===== config.mk =====
export PLATFORM = sky130hd
export DESIGN_NAME = pfa_ctrl
export DESIGN_NICKNAME = d
export VERILOG_FILES = /design/src/design/assert_macros.svh /design/src/design/pfa_pkg.sv /design/src/design/pfa_ctrl.sv
export SDC_FILE = /design/constraint.sdc
export NUM_CORES = 1
export LEC_CHECK = 0
export ABC_AREA = 1
export BUFFER_PORTS_ARGS = -buffer_cell sky130_fd_sc_hd__buf_2
export CELL_PAD_IN_SITES_DETAIL_PLACEMENT = 1
export CELL_PAD_IN_SITES_GLOBAL_PLACEMENT = 2
export CORE_AREA = 4 4 41 43
export CTS_BUF_LIST = sky130_fd_sc_hd__clkbuf_4 sky130_fd_sc_hd__clkbuf_8
export CTS_CLUSTER_DIAMETER = 200
export DETAILED_ROUTE_END_ITERATION = 8
export DIE_AREA = 0 0 45 47
export PLACE_DENSITY = 0.74
export SYNTH_ARGS = -nofsm -noshare
export SYNTH_HDL_FRONTEND = slang
export SYNTH_SLANG_ARGS = --single-unit

===== constraint.sdc =====
create_clock -name clk_i -period 1.12 [get_ports clk_i]
set_input_delay 0.112 -clock clk_i [delete_from_list [all_inputs] [get_ports clk_i]]
set_output_delay 0.112 -clock clk_i [all_outputs]
set_load 0.05 [all_outputs]

===== src/design/assert_macros.svh =====
// Assertion macros used by the top level of the allocator.
`ifndef ASSERT_MACROS_SVH
`define ASSERT_MACROS_SVH

// The consequent must hold in the same cycle as the antecedent.
`define ASSERT_SAME(label, clk, rst_n, ante, cons) \
  label: assert property (@(posedge clk) disable iff (!rst_n) (ante) |-> (cons)) \
    else $error("assertion failed in the allocator");

// The consequent must hold in the cycle after the antecedent.
`define ASSERT_NEXT(label, clk, rst_n, ante, cons) \
  label: assert property (@(posedge clk) disable iff (!rst_n) (ante) |=> (cons)) \
    else $error("assertion failed in the allocator");

`endif


===== src/design/pfa_pkg.sv =====
// Package of constants, codes and control types for the paged block allocator.
`default_nettype none

package pfa_pkg;

  // Memory geometry.
  localparam int PAGE_BYTES      = 4096;
  localparam int BLOCK_BYTES     = 32;
  localparam int PAGES           = 8;
  localparam int BLOCKS_PER_PAGE = PAGE_BYTES / BLOCK_BYTES;
  localparam int TOTAL_BLOCKS    = PAGES * BLOCKS_PER_PAGE;
  localparam int FREE_MAX        = 2047;

  // Field widths.
  localparam int FUNC_W   = 2;
  localparam int SIZE_W   = 16;
  localparam int BLK_W    = 10;
  localparam int LINK_W   = 11;
  localparam int CNT_W    = 11;
  localparam int STATUS_W = 3;
  localparam int PAGES_W  = 4;
  localparam int FILL_W   = (BLOCKS_PER_PAGE > 1) ? $clog2(BLOCKS_PER_PAGE) : 1;

  localparam logic [LINK_W-1:0] NULL_LINK = LINK_W'(TOTAL_BLOCKS);

  // Operation codes.
  localparam logic [FUNC_W-1:0] FN_ALLOC  = 2'd0;
  localparam logic [FUNC_W-1:0] FN_FREE   = 2'd1;
  localparam logic [FUNC_W-1:0] FN_REFILL = 2'd2;

  // Status codes.
  localparam logic [STATUS_W-1:0] ST_OK        = 3'd0;
  localparam logic [STATUS_W-1:0] ST_TOO_LARGE = 3'd1;
  localparam logic [STATUS_W-1:0] ST_EMPTY     = 3'd2;
  localparam logic [STATUS_W-1:0] ST_REFILLED  = 3'd3;
  localparam logic [STATUS_W-1:0] ST_IDLE      = 3'd4;
  localparam logic [STATUS_W-1:0] ST_DRAINED   = 3'd5;

  // Commands from the controller to the datapath.
  typedef struct packed {
    logic accept;     // take the input word and decode it
    logic alloc_ld;   // load the head from the link read data
    logic fill_step;  // write one link of the page being chained
    logic out_load;   // move the pending result into the output register
  } ctrl_cmd_t;

  // Status from the datapath to the controller.
  typedef struct packed {
    logic start_alloc;  // accepted word is an allocate that succeeds
    logic start_fill;   // accepted word is a refill that chains a page
    logic fill_last;    // current fill step writes the last link of the page
    logic out_free;     // output register can take a result this cycle
  } ctrl_sts_t;

endpackage

`default_nettype wire


===== src/design/pfa_ctrl.sv =====
// Controller state machine of the paged block allocator.
`default_nettype none

module pfa_ctrl (
  input  wire logic               clk_i,
  input  wire logic               rst_ni,
  input  wire logic               in_valid_i,
  output logic                    in_ready_o,
  input  wire pfa_pkg::ctrl_sts_t sts_i,
  output pfa_pkg::ctrl_cmd_t      cmd_o
);
  import pfa_pkg::*;

  typedef enum logic [2:0] {
    S_INIT,
    S_IDLE,
    S_ALLOC,
    S_FILL,
    S_DONE
  } state_e;

  state_e state_q, state_d;

  // Commands follow from the state alone, but for the accept strobe and the output load.
  always_comb begin
    cmd_o           = '0;
    in_ready_o      = 1'b0;
    state_d         = state_q;
    unique case (state_q)
      S_INIT: begin
        cmd_o.fill_step = 1'b1;
        if (sts_i.fill_last) begin
          state_d = S_IDLE;
        end
      end
      S_IDLE: begin
        in_ready_o   = 1'b1;
        cmd_o.accept = in_valid_i;
        if (in_valid_i) begin
          priority if (sts_i.start_alloc) begin
            state_d = S_ALLOC;
          end else if (sts_i.start_fill) begin
            state_d = S_FILL;
          end else begin
            state_d = S_DONE;
          end
        end
      end
      S_ALLOC: begin
        cmd_o.alloc_ld = 1'b1;
        state_d        = S_DONE;
      end
      S_FILL: begin
        cmd_o.fill_step = 1'b1;
        if (sts_i.fill_last) begin
          state_d = S_DONE;
        end
      end
      S_DONE: begin
        cmd_o.out_load = sts_i.out_free;
        if (sts_i.out_free) begin
          state_d = S_IDLE;
        end
      end
      default: begin
        state_d = S_IDLE;
      end
    endcase
  end

  // State register; reset starts by chaining page zero.
  always_ff @(posedge clk_i or negedge rst_ni) begin
    if (!rst_ni) begin
      state_q <= S_INIT;
    end else begin
      state_q <= state_d;
    end
  end

endmodule

`default_nettype wire


==> results of run 1 <==
## final timing paths
check                      cells after the start  slack [ns]                endpoint              startpoint
max reg2reg                                    8       -0.09  state_q[2]$_DFFE_PN0P_  state_q[0]$_DFFE_PN0P_
min                                            4        0.20  state_q[1]$_DFFE_PN0P_                sts_i[1]
max                                            5       -0.16                cmd_o[3]  state_q[1]$_DFFE_PN0P_
max in group asynchronous                      2        0.80  state_q[2]$_DFFE_PN0P_                  rst_ni
min in group asynchronous                      2        0.21  state_q[0]$_DFFE_PN0P_                  rst_ni
min reg2reg                                    3        0.69  state_q[0]$_DFFE_PN0P_  state_q[0]$_DFFE_PN0P_
## timing repair
action,CTS,global route
hold buffers,1,0
setup buffers,3,1
gates resized for setup,14,2
hold endpoints to repair,3,0
endpoints found under the setup margin,8,8
pin swaps,2,2
## power groups by stage
stage	clock, mW	combinational (mW)	sequential (mW)
3_3_place_gp	0	0.949	0.216
2_1_floorplan	0	0.678	0.215
6_report	0.213	1.24	0.214
5_1_grt	0.234	1.34	0.219
3_5_place_dp	0	0.954	0.214
4_1_cts	0.225	1.20	0.214
## metrics by stage
step | hold WS (ns) | std cells | setup TNS, ns
after floorplan | -0.1836 | 42 | -0.1236
after global placement | -0.08929 | 74 | -0.2846
after detailed placement | -0.08678 | 74 | -0.2621
after CTS | 0.1978 | 82 | -0.9934
after global routing | 0.2093 | 83 | -1.516
final | 0.1981 | 83 | -0.9271
## logic make-up after synthesis
family,Yosys count,synth area share [%]
AO/OA/AOI/OAI,2,4.854
buffers and inverters,9,13.11
AND/OR/NAND/NOR,28,52.91
flip-flops,3,29.13
## cell usage in the layout (no fill, tap or decap), types with 3 or more instances in the layout
cell,n
buf_2,6
nor2_1,3
clkbuf_4,4
inv_2,4
buf_6,4
buf_4,10
inv_1,5
nand3_1,6
dfrtp_1,3
nand2_1,10
## metal layers
metal / routed length [microns] / part of all wire, %
met3: 19 / 2.2
met5: 0 / 0
met4: 0 / 0
met1: 374 / 43
met2: 485 / 55
## critical path, stage by stage (launching register included)
cell     delay [ns]
dfrtp_1        0.42
inv_2          0.10
buf_4          0.13
nand2_4        0.06
nor2_4         0.09
buf_8          0.15
## cell type report
cell class	instances	area [sq um]	share of cell area, %
clock buffer	4	30.03	5.634
inverter	9	33.78	6.338
multi-input combinational	30	200.2	37.56
sequential	3	75.07	14.08
tap	15	18.77	3.521
timing repair buffer	22	175.2	32.86
==> out/metrics.csv, run 1 <==
metric;value;unit
Ports;12;
vias per cell;4.084;
sequential share of power;12.8;%
clock network fraction of design power;12.8;%
DRT antenna net count;0;
LEAKAGE;0.2988;nW
chip width;45;microns
CTS Sinks;3;
f_max;781.2;MHz
grt ovf;0;
vias in the first global route;366;
first-pass GRT wire length;1490;microns
Max Clock Skew;0.001617;ns
Routed wire per std cell;10.59;microns
Setup CP Type;reg2out;
Synth Flop Type;dfrtp_1;
post-route cell area;533.0;sq um
syn_nets;49;
crit share post-route;114.3;%
port bufs;11;
Worst-Margin Slew;0.1845;ns
violated checks;setup timing;
CP max FO;4;
FP Rows;13;
M2 GR Usage;16.95;%
Final Slew Violations;0;
synth top area cells;dfrtp_1 (29%), nand2_1 (17%), nand3_1 (12%);
1st-pass router iterations;4;
RSZ-0062 raised after global routing;true;
startpoint types;flop;
final core utilization;40.96;%
Switch Pwr;0.8316;mW
post-synth top area cell;dfrtp_1;
initial antenna violation count;0;
Async S/R FF share, synth;100.0;%
clock tree root buffer cell;clkbuf_4;
CTS tree;done;
Clock Latency Late Sink;0.23;ns
outcome;finished, violations left;
Peak VDD IR;0.8740;mV
CTS Buf Count;3;
worst-case clock buffer depth;2;
part of the Yosys area used for sequential elements;29.13;%
Synth warnings;0;
Gate power share;74.4;%
biggest regs;state_q: 3 flops;
initial drt markers;5;
fillers;173;
Avg Synthesized Cell Area;6.137;sq um
Die Ht;47;microns
largest register by flop count;state_q;
Hold Path Class;in2reg;
Int Power;0.8340;mW
largest net degree at the start of global routing;5;
layout cell share with drive strength beyond 1;58.82;%
total routed wirelength;879;microns
Post-Synthesis Cells;42;
die area;0.002115;sq mm
Sw Ratio;49.93;%
Initial Util;19.81;%
number of flip-flops in the largest register;3;
CP arrival;1.17;ns
Slew HR;87.70;%
H-tree levels;1;
CP Capture Type;output port;
Layout area overhead;106.8;%
Yosys cell types;12;
vias after detailed routing;339;
core footprint;0.001301;sq mm
CP required;1.01;ns
Final WS setup;-0.1601;ns
Post-synth EDFFs;0;
Synth Register Bits;3;
fin crit period;1.280;ns
count leader, synth;nand2_1;
Post-Syn Area;257.7;sq um
routing usage on met3;2.299;%
Fin. Hold Viols;0;
Reg clk slew, reported paths;0.04;ns
Routability Congestion;0.7503;
gr usage total;9.652;%
# nets final;76;
most instantiated cells after synthesis;nand2_1 (12), nand3_1 (6), inv_1 (5), nor2_1 (5), inv_2 (4);
antenna cells;0;
Setup-failing EPs final;8;
GRT Max-Usage Layer;met2;
MaxCap Viol Count;0;
Residual DRC;0;
pwr dens;3125;mW/mm^2
Synth top area share;29.13;%
placed cell area;409.1;sq um
met1 Resource Use GR;11.42;%
Placement Setup Slack;-0.05919;ns
total power;1.666;mW
DPL Wire Length;637.6;microns
(Power assumes the default switching activity.)
==> run 2: changes to the inputs <==
- CORE_AREA: 4 4 41 43 -> not set
- CORE_MARGIN: not set -> 4
- CORE_UTILIZATION: not set -> 19
- DIE_AREA: 0 0 45 47 -> not set
- PLACE_DENSITY: 0.74 -> 0.75
- TNS_END_PERCENT: not set -> 5
- clock period: 1.12 -> 1 ns (I/O delays scaled with it)
==> run 2 against run 1 <==
Net effect: die area fell by 5.0%; critical path type unchanged; the run still ends with setup timing left; highest routed layer unchanged; via count rose by 7.7%; register-to-register slack got worse by 0.11 ns; non-clock buffer count rose by 3; clock power rose by 9.4%; largest power group unchanged.
==> out/metrics.csv, run 2 (synthesis gave the netlist of run 1 again) <==
metric;value;unit
outcome;finished, violations left;
violated checks;setup timing;
fin cells;86;
layout cell share with drive strength beyond 1;61.97;%
Final Slew Violations;0;
fillers;164;
Die Ht;44.83;microns
Max Clock Skew;0.003527;ns
Hold Path Class;in2reg;
Worst-Margin Slew;0.1556;ns
Placement Setup Slack;-0.1846;ns
crit path cell chain;inv_2 -> buf_6 -> nand2_4 -> nor2_4 -> buf_6;
Peak VDD IR;1.100;mV
hold_ws;0.1921;ns
most frequent cells in the layout;buf_4 (12), nand2_1 (10), nand3_1 (6), buf_2 (6), buf_6 (6);
Worst path max stage delay;0.40;ns
vias after detailed routing;365;
Layout area overhead;118.9;%
antenna cells;0;
CTS Sinks;3;
LEAKAGE;0.3121;nW
1st-pass router iterations;2;
largest net degree at the start of global routing;5;
initial drt markers;1;
Fin. Hold Viols;0;
initial antenna violation count;0;
clock tree root buffer cell;clkbuf_4;
DRT antenna net count;0;
Residual DRC;0;
CP Capture Type;output port;
total routed wirelength;938;microns
fin crit period;1.252;ns
FP Rows;13;
RSZ-0062 raised after global routing;true;
final core utilization;43.91;%
Worst path slowest cell;dfrtp_1;
Routability Congestion;0.7270;
largest register by flop count;state_q;
grt ovf;0;
Reg clk slew, reported paths;0.03;ns
Routed wire per std cell;10.91;microns
most common cell after layout, fill and taps aside;buf_4;
CP required;0.90;ns
Initial Util;20.06;%
port bufs;11;
Most Frequent Cell on Critical Path;buf_6;
first-pass GRT wire length;1635;microns
MaxCap Viol Count;0;
number of flip-flops in the largest register;3;
DP Cell Count;77;
Ports;12;
core footprint;0.001285;sq mm
Clock Latency Late Sink;0.23;ns
vias in the first global route;376;
CP max FO;3;
vias per cell;4.244;
Setup-failing EPs final;8;
gr usage total;11.23;%
Slew HR;89.60;%
die area;0.002010;sq mm
Setup CP Type;reg2out;
post-route cell area;564.3;sq um
startpoint types;flop;
crit share post-route;125.2;%
chip width;44.83;microns
placed cell area;431.7;sq um
register area;76.32;sq um
CTS Buf Count;3;
f_max;799.0;MHz
H-tree levels;1;
# nets final;79;
CTS tree;done;
biggest regs;state_q: 3 flops;
pwr dens;3472;mW/mm^2
worst-case clock buffer depth;2;
area of the multi-input gates;205.2;sq um
CP arrival;1.15;ns
Final WS setup;-0.2516;ns
run 2: cell count changes in the layout (fill, tap and decap cells not counted), sizes merged:
cell and change:
buf +3
run 2: worst paths after layout:
path	startpoint	end	slack, ns	cells after the start
max	state_q[1]$_DFFE_PN0P_	cmd_o[3]	-0.25	5
min	sts_i[1]	state_q[1]$_DFFE_PN0P_	0.19	4
min in group asynchronous	rst_ni	state_q[2]$_DFFE_PN0P_	0.20	2
max in group asynchronous	rst_ni	state_q[2]$_DFFE_PN0P_	0.69	2
max reg2reg	state_q[0]$_DFFE_PN0P_	state_q[1]$_DFFE_PN0P_	-0.20	7
min reg2reg	state_q[1]$_DFFE_PN0P_	state_q[1]$_DFFE_PN0P_	0.72	3
run 2: final cells by class:
cell class / count / area share [%]
tap: 15 / 3.326
sequential: 3 / 13.53
multi-input combinational: 30 / 36.36
inverter: 9 / 6.430
timing repair buffer: 25 / 35.03
clock buffer: 4 / 5.322
run 2: power by group:
group / leakage (nW) / total, mW / internal, mW / switching (mW)
combinational: 0.257 / 1.48 / 0.645 / 0.840
sequential: 0.0366 / 0.242 / 0.175 / 0.0669
clock: 0.0184 / 0.233 / 0.176 / 0.0565
run 2: metrics by stage:
step	setup TNS (ns)	total power, mW
detailed placement	-1.224	1.388
floorplan	-0.7556	0.9999
global placement	-1.009	1.369
global route	-2.460	2.113
finish	-1.763	1.959
CTS	-1.773	1.921
run 2: worst max-delay path, delay by kind of cell, from the launching register on:
family	cells	cell delay, ns
buf+inv	3	0.39
flops	1	0.40
simple gates	2	0.14
run 2: repair_timing:
item / 4_1_cts / 5_1_grt
gates resized for setup: 17 / 2
setup buffers: 3 / 1
hold buffers: 1 / 0
hold endpoints to repair: 3 / 0
endpoints found under the setup margin: 8 / 8
pin swaps: 3 / 2
gates cloned: 0 / 0
run 2: metal layers:
layer	routed length (microns)	GRT usage (%)	vias up	share of wire, %
met5	0	0	-	0
met4	0	5.263	0	0
met2	548	20.34	6	58
li1	-	-	186	-
met1	367	13.04	173	39
met3	21	1.195	0	2.2
==> run 3: changes to the inputs <==
- SKIP_CTS_REPAIR_TIMING: not set -> 1
==> run 3 against run 2 <==
Net effect: the flow still finishes with violations (setup timing); critical path depth unchanged; sequential share of layout area increased by 0.40 points; register-to-register slack about the same; utilization decreased by 1.9 points; critical path type unchanged.
==> out/metrics.csv, run 3 (synthesis gave the netlist of run 1 again) <==
metric;value;unit
outcome;finished, violations left;
violated checks;setup timing;
largest net degree at the start of global routing;6;
vias per cell;4.224;
number of flip-flops in the largest register;3;
initial drt markers;2;
Peak VDD IR;1.118;mV
Setup-failing EPs final;8;
Setup CP Type;reg2out;
Max Clock Skew;0.003061;ns
Worst path slowest cell;dfrtp_1;
CTS Sinks;3;
FP Rows;13;
biggest regs;state_q: 3 flops;
total power;1.880;mW
total routed wirelength;890;microns
grt ovf;0;
Fin. Hold Viols;0;
met1 Resource Use GR;10.63;%
chip width;44.83;microns
placed cell area;431.7;sq um
crit share post-route;128.5;%
core footprint;0.001285;sq mm
pwr dens;3487;mW/mm^2
initial antenna violation count;0;
most frequent cells in the layout;buf_4 (12), nand2_1 (10), nand3_1 (6), buf_2 (6);
clock tree root buffer cell;clkbuf_4;
post-route cell area;539.3;sq um
RSZ-0062 raised after global routing;true;
Reg clk slew, reported paths;0.04;ns
CP arrival;1.18;ns
area of the multi-input gates;195.2;sq um
layout cell share with drive strength beyond 1;60.00;%
routing usage on met3;1.195;%
first-pass GRT wire length;1442;microns
largest register by flop count;state_q;
CP max FO;5;
CP required;0.90;ns
Slew HR;85.99;%
fillers;177;
gr usage total;10.00;%
1st-pass router iterations;2;
CP Capture Type;output port;
vias in the first global route;342;
M2 GR Usage;18.91;%
MaxCap Viol Count;0;
fin crit period;1.285;ns
vias after detailed routing;359;
DRT antenna net count;0;
Die Ht;44.83;microns
antenna cells;0;
Layout area overhead;109.2;%
H-tree levels;1;
Final WS setup;-0.2849;ns
register area;75.07;sq um
Clock Latency Late Sink;0.23;ns
LEAKAGE;0.3032;nW
crit path cell chain;inv_2 -> nor2_4 -> nand2_4 -> nor2_4 -> buf_6;
CTS Buf Count;3;
startpoint types;flop;
Routability Congestion;0.7270;
Most Frequent Cell on Critical Path;nor2_4;
CTS tree;done;
# nets final;78;
die area;0.002010;sq mm
Routed wire per std cell;10.47;microns
hold_ws;0.1928;ns
f_max;778.3;MHz
Residual DRC;0;
worst-case clock buffer depth;2;
Final Slew Violations;0;
Worst path max stage delay;0.41;ns
port bufs;11;
Ports;12;
Worst-Margin Slew;0.2102;ns
Hold Path Class;in2reg;
most common cell after layout, fill and taps aside;buf_4;
Initial Util;20.06;%
GRT Max-Usage Layer;met2;
-- run 3: cell types whose count changed in the layout (fill, tap and decap cells not counted) --
cell and change:
dfrtp_1 +1, nand2_2 +1, buf_6 -1, nand2_4 -1
inv_2 +1, nor2_4 -1, nor2_2 +1, dfrtp_2 -1
inv_4 -1
-- run 3: critical path: cells and delay by family (launching register included) --
kind / cells / cell delay, ns
buffers and inverters: 2 / 0.24
flip-flops: 1 / 0.41
AND/OR/NAND/NOR: 3 / 0.31
-- run 3: area by class of cell --
cell class	instances	area share (%)
clock buffer	4	5.568
inverter	9	6.265
multi-input combinational	30	36.19
sequential	3	13.92
tap	15	3.480
timing repair buffer	24	34.57
-- run 3: path summary, 6_finish.rpt --
path	from	cells after the start	to	slack, ns
setup reg to reg	state_q[0]$_DFFE_PN0P_	8	state_q[1]$_DFFE_PN0P_	-0.21
max in group asynchronous	rst_ni	2	state_q[1]$_DFFE_PN0P_	0.69
min in group asynchronous	rst_ni	2	state_q[2]$_DFFE_PN0P_	0.20
hold reg to reg	state_q[0]$_DFFE_PN0P_	3	state_q[0]$_DFFE_PN0P_	0.67
setup / recovery	state_q[0]$_DFFE_PN0P_	5	cmd_o[3]	-0.28
hold / removal	sts_i[1]	4	state_q[1]$_DFFE_PN0P_	0.19
-- run 3: layer usage --
metal  share of wire (%)  wire length, microns
met5                   0                     0
met4                   0                     0
met3                 2.4                    21
met2                  58                   519
met1                  39                   350
-- run 3: per-stage QoR --
| stage | utilization (%) | setup TNS, ns | worst slack (ns) | std cells |
|---|---|---|---|---|
| 2_1_floorplan | - | -0.7556 | -0.1643 | 42 |
| 3_3_place_gp | 33.59 | -1.009 | -0.1429 | 77 |
| 3_5_place_dp | 33.59 | -1.224 | -0.1846 | 77 |
| 4_1_cts | 35.93 | -2.554 | -0.4389 | 81 |
| 5_1_grt | 41.97 | -2.622 | -0.3700 | 85 |
| 6_report | 41.97 | -1.925 | -0.2849 | 85 |
-- run 3: power by group --
part / switching [mW] / total, mW / internal, mW
logic: 0.793 / 1.41 / 0.616
registers: 0.0669 / 0.239 / 0.172
clock network: 0.0556 / 0.232 / 0.176
